--- config.mk ---
export PLATFORM = sky130hd
export DESIGN_NAME = gpio_port_register_block
export DESIGN_NICKNAME = d
export VERILOG_FILES = /design/src/design/gpp_pkg.sv /design/src/design/gpio_port_register_block.sv /design/src/design/gpp_regfile.sv
export SDC_FILE = /design/constraint.sdc
export NUM_CORES = 1
export LEC_CHECK = 0
export BUFFER_PORTS_ARGS = -buffer_cell sky130_fd_sc_hd__buf_2
export CORE_ASPECT_RATIO = 0.75
export CORE_MARGIN = 4
export CORE_UTILIZATION = 30
export CTS_CLUSTER_DIAMETER = 60
export DETAILED_ROUTE_END_ITERATION = 10
export RECOVER_POWER = 100
export SLEW_MARGIN = 20
export SYNTH_ARGS = -nofsm -noshare
export SYNTH_HDL_FRONTEND = slang
export SYNTH_SLANG_ARGS = --single-unit
--- constraint.sdc ---
create_clock -name aclk -period 5.3 [get_ports aclk]
set_input_delay 1.06 -clock aclk [delete_from_list [all_inputs] [get_ports aclk]]
set_output_delay 1.06 -clock aclk [all_outputs]
set_load 0.01 [all_outputs]
--- src/design/gpp_pkg.sv ---
// Shared types and constants for the GPIO port register block.
// Holds the command codes, register offsets and the request/result structs.
// No dependencies.
package gpp_pkg;

    localparam int unsigned NUM_PINS = 16;

    // Command codes of one request
    localparam logic [1:0] CMD_READ  = 2'd0;
    localparam logic [1:0] CMD_WRITE = 2'd1;
    localparam logic [1:0] CMD_PIN   = 2'd2;

    // Only full-word bus accesses are taken
    localparam logic [3:0] WORD_SIZE = 4'd4;

    // Register map, byte offsets within the port
    localparam logic [11:0] OFS_MODE  = 12'h000;
    localparam logic [11:0] OFS_OTYPE = 12'h004;
    localparam logic [11:0] OFS_SPEED = 12'h008;
    localparam logic [11:0] OFS_PULL  = 12'h00C;
    localparam logic [11:0] OFS_IDR   = 12'h010;
    localparam logic [11:0] OFS_ODR   = 12'h014;
    localparam logic [11:0] OFS_BSRR  = 12'h018;
    localparam logic [11:0] OFS_LOCK  = 12'h01C;
    localparam logic [11:0] OFS_AFL   = 12'h020;
    localparam logic [11:0] OFS_AFH   = 12'h024;
    localparam logic [11:0] OFS_BRR   = 12'h028;

    // Two-bit mode and pull codes used by the input logic
    localparam logic [1:0] MODE_OUTPUT = 2'd1;
    localparam logic [1:0] PULL_UP     = 2'd1;

    localparam logic [31:0] MODE_RESET = 32'hFFFF_FFFF;

    // One request as it sits in the input register
    typedef struct packed {
        logic [1:0]  cmd;
        logic [11:0] offset;
        logic [3:0]  access_size;
        logic [31:0] write_data;
        logic        clock_on;
        logic [4:0]  pin;
        logic        pin_driven;
        logic        pin_high;
    } item_t;

    // One result as it sits in the output register
    typedef struct packed {
        logic        ok;
        logic [31:0] read_data;
        logic [15:0] pins_driving;
        logic [15:0] pins_level;
    } result_t;

endpackage

--- src/design/gpio_port_register_block.sv ---
// Top level of the 16-pin GPIO port register block.
// Holds the request and result registers; depends on gpp_pkg and gpp_regfile.
//
// Usage:
//   Requests enter on the s_ channel (valid/ready): a bus read, a bus write
//   or an external pin-drive event. Each request produces exactly one result
//   on the m_ channel (valid/ready) carrying the accept flag, the read data
//   and the per-pin drive and level words after the request's update.
//   A request accepted on s_ is held in the request register, decoded from
//   it by gpp_regfile and captured in the result register, from which its
//   result is offered on m_; a stall on m_ can hold it in the request register.
//   Throughput: one request per cycle while m_ready keeps the result slot
//   free, set by the single decode-and-update pass between the two registers.
//   When the receiver stalls, the result register holds and the request
//   register fills; s_ready drops only when both are occupied, and rises in
//   the same cycle that m_ready frees the result slot.
//   Reset (aresetn low at a clock edge) empties both registers and returns
//   every port register to its reset value: all pins in analog mode, all
//   other registers and the external pin masks cleared.
module gpio_port_register_block (
    input  logic        aclk,
    input  logic        aresetn,
    input  logic        s_valid,
    output logic        s_ready,
    input  logic [1:0]  s_cmd,
    input  logic [11:0] s_offset,
    input  logic [3:0]  s_access_size,
    input  logic [31:0] s_write_data,
    input  logic        s_clock_on,
    input  logic [4:0]  s_pin,
    input  logic        s_pin_driven,
    input  logic        s_pin_high,
    output logic        m_valid,
    input  logic        m_ready,
    output logic        m_ok,
    output logic [31:0] m_read_data,
    output logic [15:0] m_pins_driving,
    output logic [15:0] m_pins_level
);
    import gpp_pkg::*;

    item_t   item_reg;
    logic    in_valid_reg;
    result_t res;
    result_t res_reg;
    logic    out_valid_reg;
    logic    advance;

    // A request moves on when the result slot is free or being emptied.
    assign advance = in_valid_reg && (!out_valid_reg || m_ready);
    assign s_ready = !in_valid_reg || advance;

    // Request register.
    always_ff @(posedge aclk) begin
        if (!aresetn) begin
            in_valid_reg <= 1'b0;
        end else if (s_ready) begin
            in_valid_reg <= s_valid;
        end
    end

    always_ff @(posedge aclk) begin
        if (s_valid && s_ready) begin
            item_reg.cmd         <= s_cmd;
            item_reg.offset      <= s_offset;
            item_reg.access_size <= s_access_size;
            item_reg.write_data  <= s_write_data;
            item_reg.clock_on    <= s_clock_on;
            item_reg.pin         <= s_pin;
            item_reg.pin_driven  <= s_pin_driven;
            item_reg.pin_high    <= s_pin_high;
        end
    end

    gpp_regfile u_regfile (
        .aclk    (aclk),
        .aresetn (aresetn),
        .fire    (advance),
        .item    (item_reg),
        .res     (res)
    );

    // Result register.
    always_ff @(posedge aclk) begin
        if (!aresetn) begin
            out_valid_reg <= 1'b0;
        end else if (advance) begin
            out_valid_reg <= 1'b1;
        end else if (m_ready) begin
            out_valid_reg <= 1'b0;
        end
    end

    always_ff @(posedge aclk) begin
        if (advance) begin
            res_reg <= res;
        end
    end

    assign m_valid        = out_valid_reg;
    assign m_ok           = res_reg.ok;
    assign m_read_data    = res_reg.read_data;
    assign m_pins_driving = res_reg.pins_driving;
    assign m_pins_level   = res_reg.pins_level;

endmodule

--- src/design/gpp_regfile.sv ---
// Register file and access logic of the GPIO port.
// Decodes one request, updates the port registers and forms the result.
// Depends on gpp_pkg.
module gpp_regfile (
    input  logic              aclk,
    input  logic              aresetn,
    input  logic              fire,
    input  gpp_pkg::item_t    item,
    output gpp_pkg::result_t  res
);
    import gpp_pkg::*;

    logic [31:0] mode_reg, mode_next;
    logic [15:0] out_type_reg, out_type_next;
    logic [31:0] speed_reg, speed_next;
    logic [31:0] pull_reg, pull_next;
    logic [15:0] out_data_reg, out_data_next;
    logic [31:0] lock_reg, lock_next;
    logic [31:0] alt_lo_reg, alt_lo_next;
    logic [31:0] alt_hi_reg, alt_hi_next;
    logic [15:0] ext_driven_reg, ext_driven_next;
    logic [15:0] ext_level_reg, ext_level_next;

    logic [15:0] input_word;
    logic [15:0] drive_next;
    logic        access_bad;
    logic [15:0] pin_bit;

    // Input data word, pin by pin: output mode, then external drive, then pull-up.
    always_comb begin
        for (int p = 0; p < NUM_PINS; p++) begin
            if (mode_reg[2*p +: 2] == MODE_OUTPUT) begin
                input_word[p] = out_data_reg[p];
            end else if (ext_driven_reg[p]) begin
                input_word[p] = ext_level_reg[p];
            end else begin
                input_word[p] = (pull_reg[2*p +: 2] == PULL_UP);
            end
        end
    end

    assign access_bad = (item.access_size != WORD_SIZE) || (item.offset[1:0] != 2'b00);
    assign pin_bit    = 16'd1 << item.pin[3:0];

    // Request decode, register update and result forming.
    always_comb begin
        mode_next       = mode_reg;
        out_type_next   = out_type_reg;
        speed_next      = speed_reg;
        pull_next       = pull_reg;
        out_data_next   = out_data_reg;
        lock_next       = lock_reg;
        alt_lo_next     = alt_lo_reg;
        alt_hi_next     = alt_hi_reg;
        ext_driven_next = ext_driven_reg;
        ext_level_next  = ext_level_reg;
        res.ok          = 1'b0;
        res.read_data   = 32'd0;

        case (item.cmd)
            CMD_READ: begin
                if (!access_bad) begin
                    if (!item.clock_on) begin
                        res.ok = 1'b1;
                    end else begin
                        res.ok = 1'b1;
                        case (item.offset)
                            OFS_MODE:  res.read_data = mode_reg;
                            OFS_OTYPE: res.read_data = {16'd0, out_type_reg};
                            OFS_SPEED: res.read_data = speed_reg;
                            OFS_PULL:  res.read_data = pull_reg;
                            OFS_IDR:   res.read_data = {16'd0, input_word};
                            OFS_ODR:   res.read_data = {16'd0, out_data_reg};
                            OFS_BSRR:  res.read_data = 32'd0;
                            OFS_LOCK:  res.read_data = lock_reg;
                            OFS_AFL:   res.read_data = alt_lo_reg;
                            OFS_AFH:   res.read_data = alt_hi_reg;
                            OFS_BRR:   res.read_data = 32'd0;
                            default:   res.ok = 1'b0;
                        endcase
                    end
                end
            end
            CMD_WRITE: begin
                if (!access_bad) begin
                    if (!item.clock_on) begin
                        res.ok = 1'b1;
                    end else begin
                        res.ok = 1'b1;
                        case (item.offset)
                            OFS_MODE:  mode_next     = item.write_data;
                            OFS_OTYPE: out_type_next = item.write_data[15:0];
                            OFS_SPEED: speed_next    = item.write_data;
                            OFS_PULL:  pull_next     = item.write_data;
                            OFS_ODR:   out_data_next = item.write_data[15:0];
                            OFS_BSRR:  out_data_next = (out_data_reg | item.write_data[15:0])
                                                       & ~item.write_data[31:16];
                            OFS_LOCK:  lock_next     = item.write_data;
                            OFS_AFL:   alt_lo_next   = item.write_data;
                            OFS_AFH:   alt_hi_next   = item.write_data;
                            OFS_BRR:   out_data_next = out_data_reg & ~item.write_data[15:0];
                            default:   res.ok = 1'b0;
                        endcase
                    end
                end
            end
            CMD_PIN: begin
                res.ok = 1'b1;
                // Pins above the port width are acknowledged and dropped.
                if (item.pin < 5'(NUM_PINS)) begin
                    ext_driven_next = item.pin_driven ? (ext_driven_reg | pin_bit)
                                                      : (ext_driven_reg & ~pin_bit);
                    ext_level_next  = item.pin_high ? (ext_level_reg | pin_bit)
                                                    : (ext_level_reg & ~pin_bit);
                end
            end
            default: begin
                res.ok = 1'b0;
            end
        endcase

        // Pin drive status is taken after this request's update.
        for (int p = 0; p < NUM_PINS; p++) begin
            drive_next[p] = (mode_next[2*p +: 2] == MODE_OUTPUT);
        end
        res.pins_driving = item.clock_on ? drive_next : 16'd0;
        res.pins_level   = out_data_next;
    end

    // Port registers, updated once per processed request.
    always_ff @(posedge aclk) begin
        if (!aresetn) begin
            mode_reg       <= MODE_RESET;
            out_type_reg   <= '0;
            speed_reg      <= '0;
            pull_reg       <= '0;
            out_data_reg   <= '0;
            lock_reg       <= '0;
            alt_lo_reg     <= '0;
            alt_hi_reg     <= '0;
            ext_driven_reg <= '0;
            ext_level_reg  <= '0;
        end else if (fire) begin
            mode_reg       <= mode_next;
            out_type_reg   <= out_type_next;
            speed_reg      <= speed_next;
            pull_reg       <= pull_next;
            out_data_reg   <= out_data_next;
            lock_reg       <= lock_next;
            alt_lo_reg     <= alt_lo_next;
            alt_hi_reg     <= alt_hi_next;
            ext_driven_reg <= ext_driven_next;
            ext_level_reg  <= ext_level_next;
        end
    end

    // A pin event is always acknowledged.
    a_pin_ok: assert property (@(posedge aclk) disable iff (!aresetn)
        fire && item.cmd == CMD_PIN |-> res.ok)
        else $error("pin event not acknowledged");

    // A refused access returns no data.
    a_refused_zero: assert property (@(posedge aclk) disable iff (!aresetn)
        fire && !res.ok |-> res.read_data == 32'd0)
        else $error("refused access returned data");

    // Without a processed request the output data register holds.
    a_odr_hold: assert property (@(posedge aclk) disable iff (!aresetn)
        !fire |=> $stable(out_data_reg))
        else $error("output data changed without a request");

    // A gated clock never reports driving pins.
    a_gated_drive: assert property (@(posedge aclk) disable iff (!aresetn)
        fire && !item.clock_on |-> res.pins_driving == 16'd0)
        else $error("pins driving with clock gated");

    // A gated-clock request leaves the output data register alone.
    a_gated_hold: assert property (@(posedge aclk) disable iff (!aresetn)
        fire && !item.clock_on && item.cmd != CMD_PIN |=> $stable(out_data_reg))
        else $error("output data changed with clock gated");

endmodule

Yosys cells after proc, flatten, opt, wreduce, memory -nomap -nowiden
Cells that the tools add are included.
{"block": "word_totals", "latch_bits": 0, "ram_bits": 0, "memories": 0, "elab_cells": 174, "rom_bits": 0, "register_bits": 381}
{"block": "op_classes", "addsub": 0, "n_div": 0, "shift": 1, "mul": 0, "bitwise": 13, "eq_ne": 61, "n_reduce_logical": 21, "order_cmp": 1, "n_mux": 53}
{"cell": "$pmux W32 S9", "count": 1}
{"cell": "$mux W32", "count": 5}
{"cell": "$eq A2 B1 Y1 const B", "count": 49}
{"cell": "$mux W16", "count": 5}
{"cell": "$and A16 B16 Y16", "count": 4}
{"cell": "$eq A12 B5 Y1 const B", "count": 4}
{"cell": "$not A16 Y16", "count": 3}
{"cell": "$or A16 B16 Y16", "count": 3}
{"cell": "$pmux W16 S3", "count": 1}
{"cell": "$mux W1", "count": 39}
{"cell": "$eq A12 B6 Y1 const B", "count": 3}
{"cell": "$mux W33", "count": 1}
{"cell": "$reduce_and A5 Y1", "count": 6}
{"cell": "$eq A12 B4 Y1 const B", "count": 2}
{"cell": "$shl A1 B4 Y16 const A", "count": 1}
{"cell": "$eq A12 B3 Y1 const B", "count": 1}
{"cell": "$logic_not A12 Y1", "count": 1}
{"cell": "$reduce_or A11 Y1", "count": 1}
{"cell": "$reduce_or A10 Y1", "count": 1}
{"cell": "$lt A5 B5 Y1 const B", "count": 1}
{"cell": "$ne A4 B3 Y1 const B", "count": 1}
{"cell": "$reduce_bool A2 Y1", "count": 2}
{"cell": "$logic_or A1 B1 Y1", "count": 3}
{"cell": "$not A1 Y1", "count": 3}
{"cell": "other kinds (7)", "count": 9}

Depth between registers and ports, before layout
{"block": "depth", "ltp_word": 7, "ltp_mapped": 9, "depth_no_buf": 6}

Modules after synthesis
A second synthesis with hierarchy kept.
{"block": "hier_totals", "cells_unflattened": 1738, "area_unflattened_um2": 16683.5}
{"mod": "gpp_regfile", "cells_per_inst": 1606, "n_inst": 1, "seq_area_each_um2": 5124.9, "area_per_inst_um2": 12886.1}
{"mod": "gpio_port_register_block", "cells_per_inst": 132, "n_inst": 1, "seq_area_each_um2": 3733.6, "area_per_inst_um2": 3797.4}

Least setup slack after synthesis
Ideal clock, no wire load.
{"block": "synth_timing", "path_type": "input-to-reg", "startpoint": "input port m_ready", "endpoint": "register u_regfile.mode_reg[1]", "setup_ns": 0.129, "cell_stages": 9, "required_time_ns": 5.171, "arrival_time_ns": 4.382, "slack_ns": 0.789, "cell_sequence": "nand2b_1 nand2_1 inv_1 clkbuf_1 and3_1 buf_2 buf_2 mux2i_1 nand2_1"}
{"block": "synth_via", "elab_chain_len": 2}
{"item": "from (decl)", "line": "gpio_port_register_block.sv:34", "source": "input logic m_ready,"}
{"item": "$logic_or A1 B1 Y1", "line": "gpio_port_register_block.sv:50", "source": "assign advance = in_valid_reg && (!out_valid_reg || m_ready);"}
{"item": "$logic_and A1 B1 Y1", "line": "gpio_port_register_block.sv:50"}
{"item": "via advance", "line": "gpio_port_register_block.sv:47", "source": "logic advance;"}
{"item": "to (signal assigned)", "line": "gpp_regfile.sv:144", "source": "mode_reg <= mode_next;"}
{"item": "to (decl)", "line": "gpp_regfile.sv:13", "source": "logic [31:0] mode_reg, mode_next;"}
The timed path passes the listed nets, and every way through them passes these cells.
A chain may end at the register's enable or synchronous reset.

Final worst setup path
{"block": "layout_timing", "startpoint": "input port m_ready", "endpoint": "register u_regfile.alt_lo_reg[3]"}
{"block": "layout_via", "elab_chain_len": 3}
{"item": "$logic_or A1 B1 Y1", "line": "gpio_port_register_block.sv:50"}
{"item": "$logic_and A1 B1 Y1", "line": "gpio_port_register_block.sv:50"}
{"item": "$reduce_and A5 Y1 (no line)"}
{"item": "to (signal assigned)", "line": "gpp_regfile.sv:150", "source": "alt_lo_reg <= alt_lo_next;"}
{"item": "to (decl)", "line": "gpp_regfile.sv:19", "source": "logic [31:0] alt_lo_reg, alt_lo_next;"}
No other way between the ends.

==> impl_metrics.env <==
export IMPL_worst_hold_path_type="reg -> reg"
export IMPL_power_per_cell_area_nw_per_um2=327.4
export IMPL_critical_path_slowest_cell="sky130_fd_sc_hd__clkinvlp_2"
export IMPL_critPathMaxFanout=51
export IMPL_cts_root_buffer="sky130_fd_sc_hd__clkbuf_16"
export IMPL_drcViolationCount=0
export IMPL_p_leak_nw=6.116
export IMPL_final_max_slew_viol_count=302
export IMPL_rsz_0062_raised_after_global_routing="no"
export IMPL_synth_async_sr_flop_share_pct=0
export IMPL_synth_top_cell_by_area="sky130_fd_sc_hd__dfxtp_1"
export IMPL_crit_arrival_ps=4790
export IMPL_tritoncts="done"
export IMPL_outcome="finished with violations"
export IMPL_synth_yosys_warnings=0
export IMPL_synthesis_area_um2=16830
export IMPL_clkSlewWorstSetupHoldPaths_ps=60
export IMPL_synth_cells=1762
export IMPL_critical_path_required_ps=5770
export IMPL_synthToLayoutAreaGrowth_pct=14.57
export IMPL_grt_first_pass_wirelength_mm=86.65
export IMPL_cts_max_level=2
export IMPL_finClkSkew_ps=32.02
export IMPL_start_kind="input port"
export IMPL_final_cell_mix="363 x sky130_fd_sc_hd__nand2_1, 258 x sky130_fd_sc_hd__dfxtp_1, 140 x sky130_fd_sc_hd__a21oi_1"
export IMPL_fin_setup_tns_ps=0
export IMPL_postSynthRegisterBits=381
export IMPL_cts_path_max_buffers=3
export IMPL_max_stage_delay_ps=1080
export IMPL_cts_hold_buffers_added=0
export IMPL_floorplan_die_height_um=213.1
export IMPL_drv_max_cap_violation_count=6
export IMPL_tritoncts_num_sinks=381
export IMPL_violated_checks="max-capacitance violations, max-slew violations"
export IMPL_grt_met2_use_pct=26.78
export IMPL_slew_limit_headroom_pct=-86.24
export IMPL_io_pins=129
export IMPL_busiest_layer="met1"
export IMPL_antenna_found_initial=6
export IMPL_post_synth_num_cell_types=51
export IMPL_timing_critical_path_to_type="flip-flop"
export IMPL_most_common_cell_after_layout_fill_and_taps_aside="sky130_fd_sc_hd__nand2_1"
export IMPL_grt_util_met1_pct=28.58
export IMPL_post_place_cells=2498
export IMPL_globalRouteTotalUtil_pct=19.29
export IMPL_stdcell_count=2575
export IMPL_post_synth_main_area_contributors="sky130_fd_sc_hd__dfxtp_1 31%, sky130_fd_sc_hd__edfxtp_1 22%, sky130_fd_sc_hd__nand2_1 8.1%, sky130_fd_sc_hd__mux2i_1 6.4%, sky130_fd_sc_hd__a21oi_1 4.2%"
export IMPL_detail_route_first_pass_iterations=6
export IMPL_avgSynthCellArea_um2=9.553
export IMPL_report_final_setup_viol=0
export IMPL_die_width_um=281.5
export IMPL_clock_latency_ps=580
export IMPL_dp_final_hpwl_mm=41.08
export IMPL_place_gp_congestion=0.9121
export IMPL_grt_remaining_overflow=0
export IMPL_finalHoldViolCount=0
export IMPL_ys_flop_type="sky130_fd_sc_hd__dfxtp_1"
export IMPL_synth_enable_flop_cells=123
export IMPL_synth_yosys_seq_area_share_pct=52.63
export IMPL_first_global_vias=13020
export IMPL_cts_made_buffers=42
export IMPL_totalWireLength_mm=59.02
export IMPL_cts_repair_resize_count=0
export IMPL_worst_setup_path_type="in -> reg"
export IMPL_final_period_minus_worst_setup_slack_ps=4312
export IMPL_avgViaCountPerCell=5.428
export IMPL_cp_cell_sequence="buf_2, nand2b_1, nand2_1, clkinvlp_2, buf_4, nand3_1, clkbuf_2, nand2_1, a21boi_0"
export IMPL_drive_gt1_share_pct=10.47
export IMPL_vdd_ir_drop_worst_uv=230.1
export IMPL_grt_start_max_net_pins=140
export IMPL_port_buffers=128
export IMPL_final_core_util_pct=35.06
export IMPL_n_antenna_cell=0
export IMPL_synthDominantCellAreaShare_pct=30.68
export IMPL_detailroute_via_count=13980
export IMPL_nets_finish=1882
export IMPL_syn_nets=1824
export IMPL_floorplan_die_area_um2=60000
export IMPL_worst_slew_pin_transition_ps=2794
export IMPL_initialDrtViolationCount=1840
export IMPL_largest_reg_flops=58
export IMPL_ant_nets=0
export IMPL_postCtsSetupBuffers=0
export IMPL_worst_path_most_repeated_cell="sky130_fd_sc_hd__nand2_1"
export IMPL_post_drt_wl_per_cell_um=22.92
export IMPL_achievable_frequency_mhz=231.9
export IMPL_core_um2=55000
export IMPL_starting_density_pct=30.61
export IMPL_row_count=74
export IMPL_r2r_slack_ps=1040
export IMPL_layout_worst_path_cycle_share_pct=81.36
export IMPL_globalRouteMet3Util_pct=6.570
[synth_stat cells, types with 6 or more instances]
| cell | n |
|---|---|
| sky130_fd_sc_hd__and3_1 | 7 |
| sky130_fd_sc_hd__mux2i_1 | 108 |
| sky130_fd_sc_hd__a22oi_1 | 31 |
| sky130_fd_sc_hd__nor3_1 | 18 |
| sky130_fd_sc_hd__nand3_1 | 57 |
| sky130_fd_sc_hd__nand3b_1 | 10 |
| sky130_fd_sc_hd__o21ai_0 | 93 |
| sky130_fd_sc_hd__a21oi_1 | 141 |
| sky130_fd_sc_hd__buf_1 | 14 |
| sky130_fd_sc_hd__nor2b_1 | 49 |
| sky130_fd_sc_hd__o2bb2ai_1 | 6 |
| sky130_fd_sc_hd__o21a_1 | 23 |
| sky130_fd_sc_hd__nand2_1 | 363 |
| sky130_fd_sc_hd__a222oi_1 | 8 |
| sky130_fd_sc_hd__nand4_1 | 9 |
| sky130_fd_sc_hd__a31oi_1 | 13 |
| sky130_fd_sc_hd__a21boi_0 | 80 |
| sky130_fd_sc_hd__nor2_1 | 36 |
| sky130_fd_sc_hd__nor4_2 | 6 |
| sky130_fd_sc_hd__buf_2 | 32 |
| sky130_fd_sc_hd__edfxtp_1 | 123 |
| sky130_fd_sc_hd__clkbuf_1 | 104 |
| sky130_fd_sc_hd__mux2_2 | 14 |
| sky130_fd_sc_hd__a21boi_1 | 58 |
| sky130_fd_sc_hd__nand2b_1 | 14 |
| sky130_fd_sc_hd__nor3b_1 | 21 |
| sky130_fd_sc_hd__dfxtp_1 | 258 |
[path summary, 6_finish.rpt]
check	from	to	cells after the start
setup / recovery	m_ready	u_regfile.alt_lo_reg[3]	9
hold reg to reg	u_regfile.alt_hi_reg[16]	u_regfile.alt_hi_reg[16]	2
setup reg to reg	item_reg[47]	u_regfile.alt_hi_reg[11]	8
hold / removal	u_regfile.alt_hi_reg[16]	u_regfile.alt_hi_reg[16]	2
[per-layer routing]
layer | vias up | wire [µm]
met5 | - | 69
met4 | 8 | 1183
met3 | 86 | 7422
met2 | 774 | 23770
met1 | 6742 | 26580
li1 | 6366 | -
[critical path: cells and delay by family]
family,cells,cell delay (ps)
buf+inv,4,2650
compound gates,1,250
simple gates,4,790
[per-stage QoR]
step | cell area [µm²] | worst slack, ps | total power, W | hold WS, ps
floorplan | 16830 | 788.8 | 0.003320 | 427.3
global placement | 18080 | 1412 | 0.003462 | 432.8
detailed placement | 18090 | 1260 | 0.003467 | 442.2
CTS | 19440 | 1685 | 0.006379 | 449.8
global route | 19280 | 753.3 | 0.006515 | 476.0
finish | 19280 | 988.1 | 0.006313 | 455.7
[power breakdown]
| part | total (W) | internal (W) | switching, W | leakage (nW) |
|---|---|---|---|---|
| sequential | 0.00316 | 0.00307 | 0.0000905 | 3.24 |
| clock | 0.00291 | 0.00165 | 0.00126 | 0.664 |
| combinational | 0.000245 | 0.0000882 | 0.000157 | 2.21 |
[cell type report]
class | instances | area (µm²)
Inverter | 5 | 20.02
Fill cell | 5626 | 35710
Tap cell | 722 | 903.4
Sequential cell | 381 | 8859
Timing Repair Buffer | 170 | 824.5
Clock buffer | 53 | 1186
Clock inverter | 24 | 172.7
Multi-Input combinational cell | 1220 | 7320
[cell families after synthesis]
kind of cell / count (synthesis) / synth area share [%]
AO/OA/AOI/OAI: 474 / 17.81
buffers and inverters: 161 / 4.029
flip-flops: 381 / 52.63
multiplexers: 127 / 8.028
AND/OR/NAND/NOR: 619 / 17.51
(Power assumes the default switching activity.)
